--- config.mk ---
export PLATFORM = sky130hd
export DESIGN_NAME = hrci_fifo
export DESIGN_NICKNAME = d
export VERILOG_FILES = /design/src/design/hrci_pkg.sv /design/src/design/hrci_fifo.sv
export SDC_FILE = /design/constraint.sdc
export NUM_CORES = 1
export LEC_CHECK = 0
export ABC_AREA = 1
export BUFFER_PORTS_ARGS = -buffer_cell sky130_fd_sc_hd__buf_2
export CAP_MARGIN = 5
export CORE_MARGIN = 10
export CORE_UTILIZATION = 28
export CTS_BUF_LIST = sky130_fd_sc_hd__clkbuf_4 sky130_fd_sc_hd__clkbuf_8
export CTS_CLUSTER_SIZE = 12
export DETAILED_ROUTE_END_ITERATION = 7
export PLACE_DENSITY_LB_ADDON = 0.2
export SYNTH_ARGS = -nofsm -noshare
export SYNTH_HDL_FRONTEND = slang
export SYNTH_SLANG_ARGS = --single-unit
--- constraint.sdc ---
create_clock -name i_clk -period 4.2 [get_ports i_clk]
set_clock_uncertainty 0.2 [all_clocks]
set_input_delay 0.63 -clock i_clk [delete_from_list [all_inputs] [get_ports i_clk]]
set_output_delay 0.63 -clock i_clk [all_outputs]
set_load 0.03 [all_outputs]
--- src/design/hrci_pkg.sv ---
// Shared types, constants and helper functions for the hex record character image block.
package hrci_pkg;

    // Result status codes
    typedef enum logic [2:0] {
        STS_OK        = 3'd0,
        STS_EOF       = 3'd1,
        STS_NO_COLON  = 3'd2,
        STS_TOO_SHORT = 3'd3,
        STS_TRUNCATED = 3'd4,
        STS_BAD_DIGIT = 3'd5,
        STS_OUT_RANGE = 3'd6
    } t_status;

    // Back end sequencer states
    typedef enum logic [1:0] {
        BK_IDLE,
        BK_READ,
        BK_COPY
    } t_back_state;

    // Command word passed from the front end to the back end
    typedef struct packed {
        logic        is_read;
        t_status     status;
        logic [16:0] base;    // image index of the first data character
        logic [8:0]  count2;  // number of data characters
        logic [16:0] ridx;    // image index for a read
    } t_cmd;

    localparam int          IDX_W      = 18;        // image index incl. overflow bit
    localparam logic [9:0]  POS_MAX    = 10'd1023;
    localparam logic [9:0]  LINE_MIN   = 10'd11;
    localparam logic [9:0]  DATA_START = 10'd9;
    localparam logic [9:0]  LEN_FIRST  = 10'd1;
    localparam logic [9:0]  LEN_LAST   = 10'd2;
    localparam logic [9:0]  ADDR_FIRST = 10'd3;
    localparam logic [9:0]  ADDR_LAST  = 10'd6;
    localparam logic [7:0]  CH_COLON   = 8'h3A;
    localparam logic [7:0]  CH_FILL    = 8'h46;     // 'F'

    // Characters of the end-of-file record ":00000001FF"
    function automatic logic [7:0] eof_char(input logic [3:0] pos);
        logic [7:0] c;
        case (pos)
            4'd0:    c = CH_COLON;
            4'd8:    c = 8'h31;
            4'd9:    c = 8'h46;
            4'd10:   c = 8'h46;
            default: c = 8'h30;
        endcase
        return c;
    endfunction

    // Hex digit decode: {bad, nibble}; a bad digit gives a zero nibble
    function automatic logic [4:0] hex_nibble(input logic [7:0] c);
        logic [4:0] r;
        if (c >= 8'h30 && c <= 8'h39) begin
            r = {1'b0, 4'(c - 8'h30)};
        end else if (c >= 8'h61 && c <= 8'h66) begin
            r = {1'b0, 4'(c - 8'h57)};
        end else if (c >= 8'h41 && c <= 8'h46) begin
            r = {1'b0, 4'(c - 8'h37)};
        end else begin
            r = 5'b1_0000;
        end
        return r;
    endfunction

endpackage

--- src/design/hrci_fifo.sv ---
// Two-entry command queue between the front end and the back end.
module hrci_fifo (
    input  logic           i_clk,
    input  logic           i_rst_n,
    input  logic           i_push,
    input  hrci_pkg::t_cmd i_cmd,
    output logic           o_full,
    output logic           o_empty,
    input  logic           i_pop,
    output hrci_pkg::t_cmd o_cmd
);
    import hrci_pkg::*;

    t_cmd       r_mem [2];
    logic       r_wp;
    logic       r_rp;
    logic [1:0] r_cnt;

    assign o_full  = (r_cnt == 2'd2);
    assign o_empty = (r_cnt == 2'd0);
    assign o_cmd   = r_mem[r_rp];

    // Pointers and fill count
    always_ff @(posedge i_clk) begin
        if (!i_rst_n) begin
            r_wp  <= 1'b0;
            r_rp  <= 1'b0;
            r_cnt <= '0;
        end else begin
            if (i_push) begin
                r_wp <= !r_wp;
            end
            if (i_pop) begin
                r_rp <= !r_rp;
            end
            case ({i_push, i_pop})
                2'b10:   r_cnt <= r_cnt + 2'd1;
                2'b01:   r_cnt <= r_cnt - 2'd1;
                default: r_cnt <= r_cnt;
            endcase
        end
    end

    // Entry storage
    always_ff @(posedge i_clk) begin
        if (i_push) begin
            r_mem[r_wp] <= i_cmd;
        end
    end

`ifndef NO_ASSERTIONS
    // No word is pushed into a full queue unless one is popped at the same edge, and none is popped from an empty one
    a_no_overflow: assert property (@(posedge i_clk) disable iff (!i_rst_n)
        (i_push && !i_pop) |-> !o_full)
        else $error("queue overflow");
    a_no_underflow: assert property (@(posedge i_clk) disable iff (!i_rst_n)
        i_pop |-> !o_empty)
        else $error("queue underflow");
`endif

endmodule

==> run metrics <==
Slew HR=0.268; Post-Synthesis Cells=181; ANT nets after route=0; Area Overhead vs Synth=23.9%; Worst Max-Slew Pin Slew=1.10 ns; vias in the first global route=2,070; worst r2r dst=r_mem[0][44]; Post-Synthesis Cell Area=3740 sq um; crit path time final=2.89 ns; Fin Setup TNS=0 ns; Worst Hold Path EP=r_mem[0][43]; routability cong.=0.680; Crit Reg-Reg Startpoint=r_wp; drt total wl=7.22 mm; HPWL Detailed=4.89 mm; Yosys reg bits=99; final worst setup slack=1.31 ns; EDFF count, synth=94; simple-gate share of the synthesized area=0.0217; CTS Root Cell=clkbuf_8; Resized cells post-CTS=0; core area=13,200 sq um; post-CTS setup buffers=0; status=completed; critical path fanouts, max=25; Total GRT Usage=0.0808; ranking of synthesized cells by area=edfxtp_1 (75%), mux2_4 (12%), mux2_2 (5.1%); total congestion overflow=0; unrepaired setup endpoints after global routing=false; starting DRC count in detailed routing=106; asr flop ratio synth=0; post-synth top area cell=edfxtp_1; TritonCTS clock tree=built; H-tree Lvls=3; filler instances=1,304; syn_area_per_cell=20.7 sq um; adder-cell share of the synthesized area=0.00334; effective utilization at floorplan=0.284; unique cell type count in the Yosys netlist=13; Slew Viols, Final=0; mux contribution to synthesized area=0.172; XOR/XNOR share of the synthesized area=0; DRC Markers=0; Hold Fails Final Rpt=0; vias per cell=3.98; syn nets=233; Core Rows=42; hold path depth=1; P_leak=0.00181 uW; PD cells=440 nW/um^2; critical path arrival=2.06 ns; clock sinks=99; largest net degree at the start of global routing=48; Max Clk Rate=0.346 GHz; Ant. Diodes=0; routed len/inst=15.4 um; # IOs=100; largest family of logic cells by synthesized area=multiplexers; initial antenna violation count=0; FF-to-FF path depth=2; R2R setup slack=2.22 ns; Post-synth top flop=edfxtp_1; via count=1,865; final setup vio count=0; worst skew pair latency=0.36 ns; Peak VDD IR=0.182 mV; clock buffer depth=2; final period utilization=0.688; Synth Area in Compound Gates=0.00268; final net count=340; cts bufs inserted=9; worst slack at placement=1.64 ns; Yosys warning count=0; drt pass-1 iters=4; I/O Buffers=99; ratio of cells with drive above 1 in the final layout=0.567; global-route wire length before repair=11.1 mm; die area=18,400 sq um; most frequent cell after synthesis=edfxtp_1; Startpoint Class=register; chip height=136 um; HP Start=i_cmd[43]; register area share after synthesis=0.781; Worst setup EP type=output port; hold crit path type=in -> reg; Max Cap Violations=0; die width=136 um; top post-synthesis cells by count=edfxtp_1 (94), mux2_4 (30), mux2_2 (17); share of the synthesized area in the top cell type=0.755; Critical Path RT=3.37 ns; Worst-path clk slew=0.09 ns; WS Path Type=reg -> out; hold bufs inserted after CTS=0
==> where the power goes <==
part	leakage (uW)	total (uW)	internal (uW)	switching (uW)
clock network	0.000103	601	300	302
logic	0.000779	278	109	169
registers	0.000924	1160	1140	22.9
total	0.00181	2040	1550	493
==> how the worst max path moves through the flow <==
| stage | from | end | slack, ns | cells past startpoint |
|---|---|---|---|---|
| floorplan | i_push | r_mem[0][0] | 0.89 | 2 |
| global placement | register | o_cmd[45] | 1.67 | 3 |
| detailed placement | register | o_cmd[45] | 1.64 | 3 |
| CTS | register | o_cmd[45] | 1.20 | 3 |
| global route | register | o_cmd[45] | 1.18 | 3 |
| finish | register | o_cmd[45] | 1.31 | 3 |
==> sequential cells by signal, indices dropped and copies added (netlist names), named ones only <==
signal / cells
r_mem: 94
r_rp: 1
r_wp: 1
r_cnt: 2
==> critical path: stages, from the launching register on <==
cell and delay [ns]:
dfxtp_2 0.85, buf_12 0.29, mux2_2 0.36, buf_2 0.18
==> per-stage QoR <==
stage	utilization	hold WS (ns)	instances	cell area (sq um)	power, uW
global placement	0.337	0.277	453	4440	1470
CTS	0.351	0.207	469	4640	2090
floorplan	-	0.263	181	3740	1380
detailed placement	0.337	0.293	453	4440	1470
finish	0.351	0.250	469	4640	2040
global route	0.351	0.218	469	4640	2140
==> kinds of logic (layout without fill, tap and decap cells) <==
logic type / Yosys count / after routing
multiplexers: 47 / 47
flip-flops: 99 / 99
adder cells (fa/ha/maj): 1 / 1
AO/OA/AOI/OAI: 2 / 2
AND/OR/NAND/NOR: 21 / 21
buffers and inverters: 11 / 123
==> layer usage <==
metal | up-vias | part of all wire | wire length, um | GRT usage
li1 | 898 | - | - | -
met1 | 899 | 0.43 | 3130 | 0.0898
met2 | 60 | 0.48 | 3490 | 0.125
met3 | 8 | 0.065 | 472 | 0.0360
met4 | 0 | 0.018 | 133 | 0.0484
met5 | - | 0 | 0 | 0
==> placed cells by master, fill, tap and decap left out, drive strengths merged <==
| cell type | n |
|---|---|
| a21oi | 1 |
| buf | 101 |
| bufinv | 1 |
| clkbuf | 13 |
| clkinv | 2 |
| dfxtp | 5 |
| edfxtp | 94 |
| ha | 1 |
| inv | 6 |
| mux2 | 47 |
| nand2 | 8 |
| nand4 | 1 |
| nor2 | 12 |
| o21ai | 1 |
==> final cells by class <==
type / count / area (sq um) / share of cell area
timing repair buffer: 101 / 523 / 0.113
clock buffer: 13 / 154 / 0.0332
tap: 176 / 220 / 0.0475
clock inverter: 3 / 38.8 / 0.00837
sequential: 99 / 2920 / 0.631
multi-input combinational: 71 / 753 / 0.162
inverter: 6 / 22.5 / 0.00486
Power figures use the tool's default switching activity.
