==> src/design/hrci_pkg.sv <==
// Shared types, constants and helper functions for the hex record character image block.
package hrci_pkg;

    // Result status codes
    typedef enum logic [2:0] {
        STS_OK        = 3'd0,
        STS_EOF       = 3'd1,
        STS_NO_COLON  = 3'd2,
        STS_TOO_SHORT = 3'd3,
        STS_TRUNCATED = 3'd4,
        STS_BAD_DIGIT = 3'd5,
        STS_OUT_RANGE = 3'd6
    } t_status;

    // Back end sequencer states
    typedef enum logic [1:0] {
        BK_IDLE,
        BK_READ,
        BK_COPY
    } t_back_state;

    // Command word passed from the front end to the back end
    typedef struct packed {
        logic        is_read;
        t_status     status;
        logic [16:0] base;    // image index of the first data character
        logic [8:0]  count2;  // number of data characters
        logic [16:0] ridx;    // image index for a read
    } t_cmd;

    localparam int          IDX_W      = 18;        // image index incl. overflow bit
    localparam logic [9:0]  POS_MAX    = 10'd1023;
    localparam logic [9:0]  LINE_MIN   = 10'd11;
    localparam logic [9:0]  DATA_START = 10'd9;
    localparam logic [9:0]  LEN_FIRST  = 10'd1;
    localparam logic [9:0]  LEN_LAST   = 10'd2;
    localparam logic [9:0]  ADDR_FIRST = 10'd3;
    localparam logic [9:0]  ADDR_LAST  = 10'd6;
    localparam logic [7:0]  CH_COLON   = 8'h3A;
    localparam logic [7:0]  CH_FILL    = 8'h46;     // 'F'

    // Characters of the end-of-file record ":00000001FF"
    function automatic logic [7:0] eof_char(input logic [3:0] pos);
        logic [7:0] c;
        case (pos)
            4'd0:    c = CH_COLON;
            4'd8:    c = 8'h31;
            4'd9:    c = 8'h46;
            4'd10:   c = 8'h46;
            default: c = 8'h30;
        endcase
        return c;
    endfunction

    // Hex digit decode: {bad, nibble}; a bad digit gives a zero nibble
    function automatic logic [4:0] hex_nibble(input logic [7:0] c);
        logic [4:0] r;
        if (c >= 8'h30 && c <= 8'h39) begin
            r = {1'b0, 4'(c - 8'h30)};
        end else if (c >= 8'h61 && c <= 8'h66) begin
            r = {1'b0, 4'(c - 8'h57)};
        end else if (c >= 8'h41 && c <= 8'h46) begin
            r = {1'b0, 4'(c - 8'h37)};
        end else begin
            r = 5'b1_0000;
        end
        return r;
    endfunction

endpackage

==> src/design/hrci_front.sv <==
// Front end: takes record characters and read requests, keeps line state and the line buffer.
module hrci_front #(
    parameter int IMAGE_CHARS     = 131072,
    parameter int LINE_DATA_CHARS = 512,
    parameter int LAW             = 9
) (
    input  logic              i_clk,
    input  logic              i_rst_n,
    input  logic              i_valid,
    output logic              o_stall,
    input  logic              i_func,
    input  logic [7:0]        i_ch,
    input  logic              i_end_of_line,
    input  logic [16:0]       i_read_index,
    input  logic              i_clearing,
    input  logic              i_fifo_full,
    input  logic              i_copy_done,
    output logic              o_push,
    output hrci_pkg::t_cmd    o_cmd,
    input  logic [LAW-1:0]    i_line_raddr,
    output logic [7:0]        o_line_rdata
);
    import hrci_pkg::*;

    logic [7:0]  r_line_mem [LINE_DATA_CHARS];
    logic [7:0]  r_line_q;

    logic [9:0]  r_pos;
    logic [7:0]  r_len;
    logic [15:0] r_addr;
    logic        r_colon;
    logic        r_bad;
    logic        r_eof;
    logic        r_copy_pend;

    logic [9:0]  n_pos;
    logic [7:0]  n_len;
    logic [15:0] n_addr;
    logic        n_colon;
    logic        n_bad;
    logic        n_eof;

    logic        acc;
    logic        acc_char;
    logic [4:0]  nib;
    logic        in_len;
    logic        in_addr;
    logic [9:0]  lpos;
    logic        line_we;
    logic [8:0]  count2;
    logic [9:0]  need;
    t_status     line_sts;
    t_status     rd_sts;

    // Reads may pass while a copy is pending; characters may not touch the line buffer
    assign o_stall  = i_clearing || i_fifo_full || (!i_func && r_copy_pend);
    assign acc      = i_valid && !o_stall;
    assign acc_char = acc && !i_func;

    // Per-character field update
    always_comb begin
        nib     = hex_nibble(i_ch);
        in_len  = (r_pos >= LEN_FIRST) && (r_pos <= LEN_LAST);
        in_addr = (r_pos >= ADDR_FIRST) && (r_pos <= ADDR_LAST);
        if (r_pos < LINE_MIN) begin
            n_eof = r_eof && (i_ch == eof_char(r_pos[3:0]));
        end else begin
            n_eof = 1'b0;
        end
        n_colon = (r_pos == 10'd0) ? (i_ch == CH_COLON) : r_colon;
        n_len   = in_len  ? {r_len[3:0], nib[3:0]}   : r_len;
        n_addr  = in_addr ? {r_addr[11:0], nib[3:0]} : r_addr;
        n_bad   = r_bad || ((in_len || in_addr) && nib[4]);
        n_pos   = (r_pos == POS_MAX) ? r_pos : r_pos + 10'd1;
        lpos    = r_pos - DATA_START;
        line_we = acc_char && (r_pos >= DATA_START) && (32'(lpos) < LINE_DATA_CHARS);
    end

    // End-of-line classification, checks in priority order
    always_comb begin
        count2 = {n_len, 1'b0};
        need   = LINE_MIN + {1'b0, count2};
        if (n_eof && n_pos == LINE_MIN) begin
            line_sts = STS_EOF;
        end else if (!n_colon) begin
            line_sts = STS_NO_COLON;
        end else if (n_pos < LINE_MIN) begin
            line_sts = STS_TOO_SHORT;
        end else if (n_bad) begin
            line_sts = STS_BAD_DIGIT;
        end else if (n_pos < need) begin
            line_sts = STS_TRUNCATED;
        end else begin
            line_sts = STS_OK;
        end
        rd_sts = (32'(i_read_index) < IMAGE_CHARS) ? STS_OK : STS_OUT_RANGE;
    end

    // Command word to the queue
    always_comb begin
        o_push         = acc && (i_func || i_end_of_line);
        o_cmd.is_read  = i_func;
        o_cmd.status   = i_func ? rd_sts : line_sts;
        o_cmd.base     = {n_addr, 1'b0};
        o_cmd.count2   = count2;
        o_cmd.ridx     = i_read_index;
    end

    // Line state registers
    always_ff @(posedge i_clk) begin
        if (!i_rst_n) begin
            r_pos       <= '0;
            r_len       <= '0;
            r_addr      <= '0;
            r_colon     <= 1'b0;
            r_bad       <= 1'b0;
            r_eof       <= 1'b1;
            r_copy_pend <= 1'b0;
        end else begin
            if (acc_char) begin
                if (i_end_of_line) begin
                    r_pos   <= '0;
                    r_len   <= '0;
                    r_addr  <= '0;
                    r_colon <= 1'b0;
                    r_bad   <= 1'b0;
                    r_eof   <= 1'b1;
                end else begin
                    r_pos   <= n_pos;
                    r_len   <= n_len;
                    r_addr  <= n_addr;
                    r_colon <= n_colon;
                    r_bad   <= n_bad;
                    r_eof   <= n_eof;
                end
            end
            if (acc_char && i_end_of_line && line_sts == STS_OK) begin
                r_copy_pend <= 1'b1;
            end else if (i_copy_done) begin
                r_copy_pend <= 1'b0;
            end
        end
    end

    // Line buffer: written by characters, read by the back end copy
    always_ff @(posedge i_clk) begin
        if (line_we) begin
            r_line_mem[lpos[LAW-1:0]] <= i_ch;
        end
        r_line_q <= r_line_mem[i_line_raddr];
    end

    assign o_line_rdata = r_line_q;

`ifndef NO_ASSERTIONS
    // The line buffer is never overwritten while a copy still needs it
    a_no_char_during_copy: assert property (@(posedge i_clk) disable iff (!i_rst_n)
        r_copy_pend |-> !line_we)
        else $error("line buffer written while copy pending");
`endif

endmodule

==> config.mk <==
export PLATFORM = sky130hd
export DESIGN_NAME = hrci_front
export DESIGN_NICKNAME = d
export VERILOG_FILES = /design/src/design/hrci_pkg.sv /design/src/design/hrci_front.sv
export SDC_FILE = /design/constraint.sdc
export NUM_CORES = 2
export LEC_CHECK = 0
export BUFFER_PORTS_ARGS = -buffer_cell sky130_fd_sc_hd__buf_2
export CAP_MARGIN = 20
export CORE_UTILIZATION = 50
export DETAILED_ROUTE_END_ITERATION = 7
export PLACE_DENSITY_LB_ADDON = 0.15
export SYNTH_ARGS = -nofsm -noshare
export SYNTH_HDL_FRONTEND = slang
export SYNTH_SLANG_ARGS = --single-unit
==> constraint.sdc <==
create_clock -name i_clk -period 9.6 [get_ports i_clk]
set_clock_uncertainty 0.15 [all_clocks]
set_input_delay 1.44 -clock i_clk [delete_from_list [all_inputs] [get_ports i_clk]]
set_output_delay 1.44 -clock i_clk [all_outputs]
set_load 0.01 [all_outputs]
==> impl_table.tex <==
\begin{tabular}{lr}
\hline
Metric & Value \\
\hline
\multicolumn{2}{l}{\textbf{Clock tree}} \\
\quad Number of setup buffers added after CTS & 0 \\
\quad CTS tree & built \\
\quad Clock slew at the register clock pins of the worst setup and hold paths & 0.06 ns \\
\quad Clock latency at the later pin of the worst-skew pair & 0.99 ns \\
\quad Root Buffer & sky130\_fd\_sc\_hd\_\_clkbuf\_16 \\
\quad Clock tree buffer depth & 4 \\
\quad Inserted Clock Buffers & 426 \\
\quad Hold buffer count at CTS & 0 \\
\quad H-tree depth & 5 \\
\quad Clk sinks & $\sim$4,100 \\
\quad Post-cts gate resize count & 0 \\
\multicolumn{2}{l}{\textbf{Finish}} \\
\quad Number of nets in the layout & 8,716 \\
\quad Core occupancy in the finished layout & 56.1\% \\
\quad Filler cells & about 24,000 \\
\quad Area growth from synthesis to final layout & 11.3\% \\
\quad FF+latch area & between 100,000 and 150,000 um2 \\
\quad Area of the multi-input gates & between 30,000 and 40,000 um2 \\
\quad Layout cells sized above 1 & 18.0\% \\
\multicolumn{2}{l}{\textbf{Yosys}} \\
\quad Unique masters post-synth & $\sim$80 \\
\quad Mapped cell area & between 150,000 and 200,000 um2 \\
\quad Register area share after synthesis & between 70\% and 80\% \\
\quad Number of instances in the synthesized netlist & between 8,000 and 9,000 \\
\quad Share of flip-flops with an asynchronous set or reset after synthesis & 0\% \\
\quad Warning count from the yosys run & 0 \\
\quad Main synth FF type & sky130\_fd\_sc\_hd\_\_edfxtp\_1 \\
\quad Number of synthesized flops with an enable pin & slightly above 4,000 \\
\quad Number of register bits inferred by synthesis & between 4,000 and 5,000 \\
\quad Avg Synthesized Cell Area & about 19 um2 \\
\multicolumn{2}{l}{\textbf{Placement}} \\
\quad Routability congestion estimate from global placement & 0.858 \\
\quad Detailed Place HPWL & between 200,000 and 300,000 um \\
\quad Number of buffer cells added on primary ports & 62 \\
\multicolumn{2}{l}{\textbf{Routing}} \\
\quad Routed vias & approximately 86,000 \\
\quad Total length of routed wires & between 400,000 and 500,000 um \\
\quad First drt pass iteration count & 6 \\
\quad Post-route antenna net violation count & 0 \\
\quad DRC & 0 \\
\quad Vias per cell & $\sim$6.5 \\
\quad First-iteration detailed-routing DRC count & approximately 11,000 \\
\quad Wirelength per Cell & around 34 um \\
\multicolumn{2}{l}{\textbf{Timing}} \\
\quad Worst-Margin Slew & 1.29 ns \\
\quad Max Fclk & 0.138 GHz \\
\quad Slew margin rel. & $\sim$14\% \\
\quad Share of the cycle needed by the critical path after routing & about 76\% \\
\quad Count of pins over their slew limit & 0 \\
\quad Final worst path period need & just over 7 ns \\
\quad Total of endpoints with negative setup slack in the final report & 0 \\
\quad Final TNS setup & 0 ns \\
\quad Final number of hold-violating endpoints & 0 \\
\quad RSZ-0062 raised after global routing & false \\
\multicolumn{2}{l}{\textbf{Floorplan}} \\
\quad CORE AREA & between 300,000 and 400,000 um2 \\
\quad Total Die Area & between 300,000 and 400,000 um2 \\
\quad Placement row count & 209 \\
\quad Die X-Extent & approximately 570 um \\
\quad Initial core utilization & 50.4\% \\
\quad IO Pins & 99 \\
\quad Die boundary height & between 500 and 600 um \\
\multicolumn{2}{l}{\textbf{Status}} \\
\quad Result of the run & finished clean \\
\multicolumn{2}{l}{\textbf{Critical path}} \\
\quad Top fanout value on the critical path & 67 \\
\quad Critical path data required time & roughly 8 ns \\
\quad CP endpoint kind & output pin \\
\quad CP arrival & around 5.7 ns \\
\quad Crit Path Class & in2out \\
\quad Critical path startpoint category & input pin \\
\multicolumn{2}{l}{\textbf{Global routing}} \\
\quad Overall track demand over capacity in global routing & 27.3\% \\
\quad Antenna violations before repair & 27 \\
\quad Wire length of the first global-routing pass & around 640,000 um \\
\quad Maximum number of pins on one net before global-route repair & a little over 200 \\
\quad Total overflow reported by the global router & 0 \\
\quad Number of global-route vias before repair & $\sim$85,000 \\
\multicolumn{2}{l}{\textbf{Power and ir drop}} \\
\quad Leakage power & between 50 and 60 nW \\
\quad Areal power density over the cells & 208 nW/um2 \\
\quad Worst-case vdd ir drop & approximately 0.18 mV \\
\multicolumn{2}{l}{\textbf{Job}} \\
\quad Number of max-capacitance violations reported & 0 \\
\multicolumn{2}{l}{\textbf{Worst hold path}} \\
\quad Worst min path class & reg2reg \\
\hline
\end{tabular}
## layout make-up
class,count,area share (%)
flip-flops and latches,4142,68.1
multi-input cells,3800,20.1
clock buffers,529,6.15
well taps,4325,2.97
clock inverters,249,1.32
repair buffers,266,1.29
inverters,18,0.0454
diodes,11,0.0151
## Yosys cell counts, types with 43 or more instances
cell / number / area (um2)
sky130_fd_sc_hd__mux2i_1: 755 / 7560
sky130_fd_sc_hd__buf_2: 78 / 390
sky130_fd_sc_hd__a22oi_1: 54 / 405
sky130_fd_sc_hd__dfxtp_1: 46 / 921
sky130_fd_sc_hd__edfxtp_1: 4096 / 123000
sky130_fd_sc_hd__o21ai_0: 113 / 566
sky130_fd_sc_hd__nand2_1: 224 / 841
sky130_fd_sc_hd__clkbuf_1: 271 / 1020
sky130_fd_sc_hd__a211oi_1: 43 / 323
sky130_fd_sc_hd__a21oi_1: 166 / 831
sky130_fd_sc_hd__mux4_2: 671 / 15100
sky130_fd_sc_hd__mux2_2: 48 / 541
sky130_fd_sc_hd__o221ai_1: 257 / 2250
sky130_fd_sc_hd__nand3_1: 75 / 375
sky130_fd_sc_hd__nor2_1: 637 / 2390
sky130_fd_sc_hd__o22ai_1: 210 / 1310
sky130_fd_sc_hd__nor3_1: 95 / 475
sky130_fd_sc_hd__buf_6: 51 / 574
sky130_fd_sc_hd__buf_4: 117 / 878
## where the power goes
part	internal [mW]	switching, mW
sequential	19.9	0.0224
clock	9.29	6.94
combinational	0.548	1.20
## logic make-up after synthesis
family,Yosys count,synth area share [%]
fa+ha+maj,20,0.153
mux,1474,14.2
buf+inv,580,1.93
simple gates,1262,3.46
other cells,1,0.00229
compound gates,1022,4.38
flops,4142,75.8
xor+xnor,20,0.107
## per-stage QoR
stage,area (um2),hold WS [ns],cells,power (mW),worst slack (ns)
4_1_cts,182000,0.351,13300,38.1,2.27
3_3_place_gp,168000,0.333,12500,22.0,2.19
6_report,182000,0.347,13300,37.9,2.33
2_1_floorplan,164000,0.310,8522,21.2,3.28
5_1_grt,182000,0.370,13300,38.8,2.10
3_5_place_dp,168000,0.337,12600,22.0,2.29
## state kept, by name (all words and copies together), names as in the netlist
signal / cells
o_line_rdata: 8
r_addr: 16
r_bad: 1
r_colon: 1
r_copy_pend: 1
r_eof: 1
r_len: 8
r_line_mem: 4096
r_pos: 10
## worst paths after layout
| kind | from | to | slack, ns | depth (start not counted) |
|---|---|---|---|---|
| hold reg to reg | r_eof$_SDFFE_PN1P_ | r_eof$_SDFFE_PN1P_ | 0.35 | 2 |
| hold / removal | r_eof$_SDFFE_PN1P_ | r_eof$_SDFFE_PN1P_ | 0.35 | 2 |
| setup / recovery | i_ch[0] | o_cmd[45] | 2.33 | 17 |
| setup reg to reg | r_pos[1]$_SDFFE_PN0P_ | r_line_mem[259][4]$_DFFE_PP_ | 4.58 | 9 |
## routing by layer
metal | track usage, % | vias to the layer above | wire [um]
met5 | 0 | - | 67
met4 | 8.50 | 10 | 14200
met3 | 4.63 | 677 | 39800
met2 | 42.2 | 4343 | 212000
met1 | 39.9 | 45900 | 187000
li1 | - | 35400 | -
## worst max-delay path, cell delays in order
cell and delay, ns:
sky130_fd_sc_hd__buf_8 0.27, sky130_fd_sc_hd__inv_1 0.18, sky130_fd_sc_hd__ha_1 0.27, sky130_fd_sc_hd__nor3b_1 0.16
sky130_fd_sc_hd__or4_1 0.50, sky130_fd_sc_hd__a31oi_1 0.30, sky130_fd_sc_hd__mux2_2 0.29, sky130_fd_sc_hd__a21o_1 0.16
sky130_fd_sc_hd__xnor2_1 0.14, sky130_fd_sc_hd__ha_1 0.27, sky130_fd_sc_hd__and3_1 0.20, sky130_fd_sc_hd__a2111o_1 0.42
sky130_fd_sc_hd__a31oi_1 0.18, sky130_fd_sc_hd__o31ai_1 0.11, sky130_fd_sc_hd__nand2b_1 0.20, sky130_fd_sc_hd__nor4bb_1 0.25
sky130_fd_sc_hd__buf_2 0.19
## layout by cell type (no fill, tap or decap), drive strengths merged, types with 12 or more instances in the layout
| master | n |
|---|---|
| nor2 | 637 |
| clkbuf | 529 |
| a221oi | 12 |
| o221ai | 257 |
| xnor2 | 12 |
| nand3 | 75 |
| nand2 | 224 |
| nand2b | 13 |
| inv | 32 |
| a211oi | 43 |
| nor3 | 95 |
| bufinv | 38 |
| o21ai | 113 |
| o22ai | 210 |
| a31oi | 35 |
| nor4 | 30 |
| a2111oi | 32 |
| clkinvlp | 15 |
| buf | 265 |
| nand4 | 38 |
| nor2b | 37 |
| mux2i | 755 |
| mux4 | 671 |
| and2 | 33 |
| mux2 | 48 |
| clkinv | 182 |
| and3 | 17 |
| ha | 20 |
| dfxtp | 46 |
| a21oi | 166 |
| edfxtp | 4096 |
| a22oi | 54 |
Power figures use the tool's default switching activity.
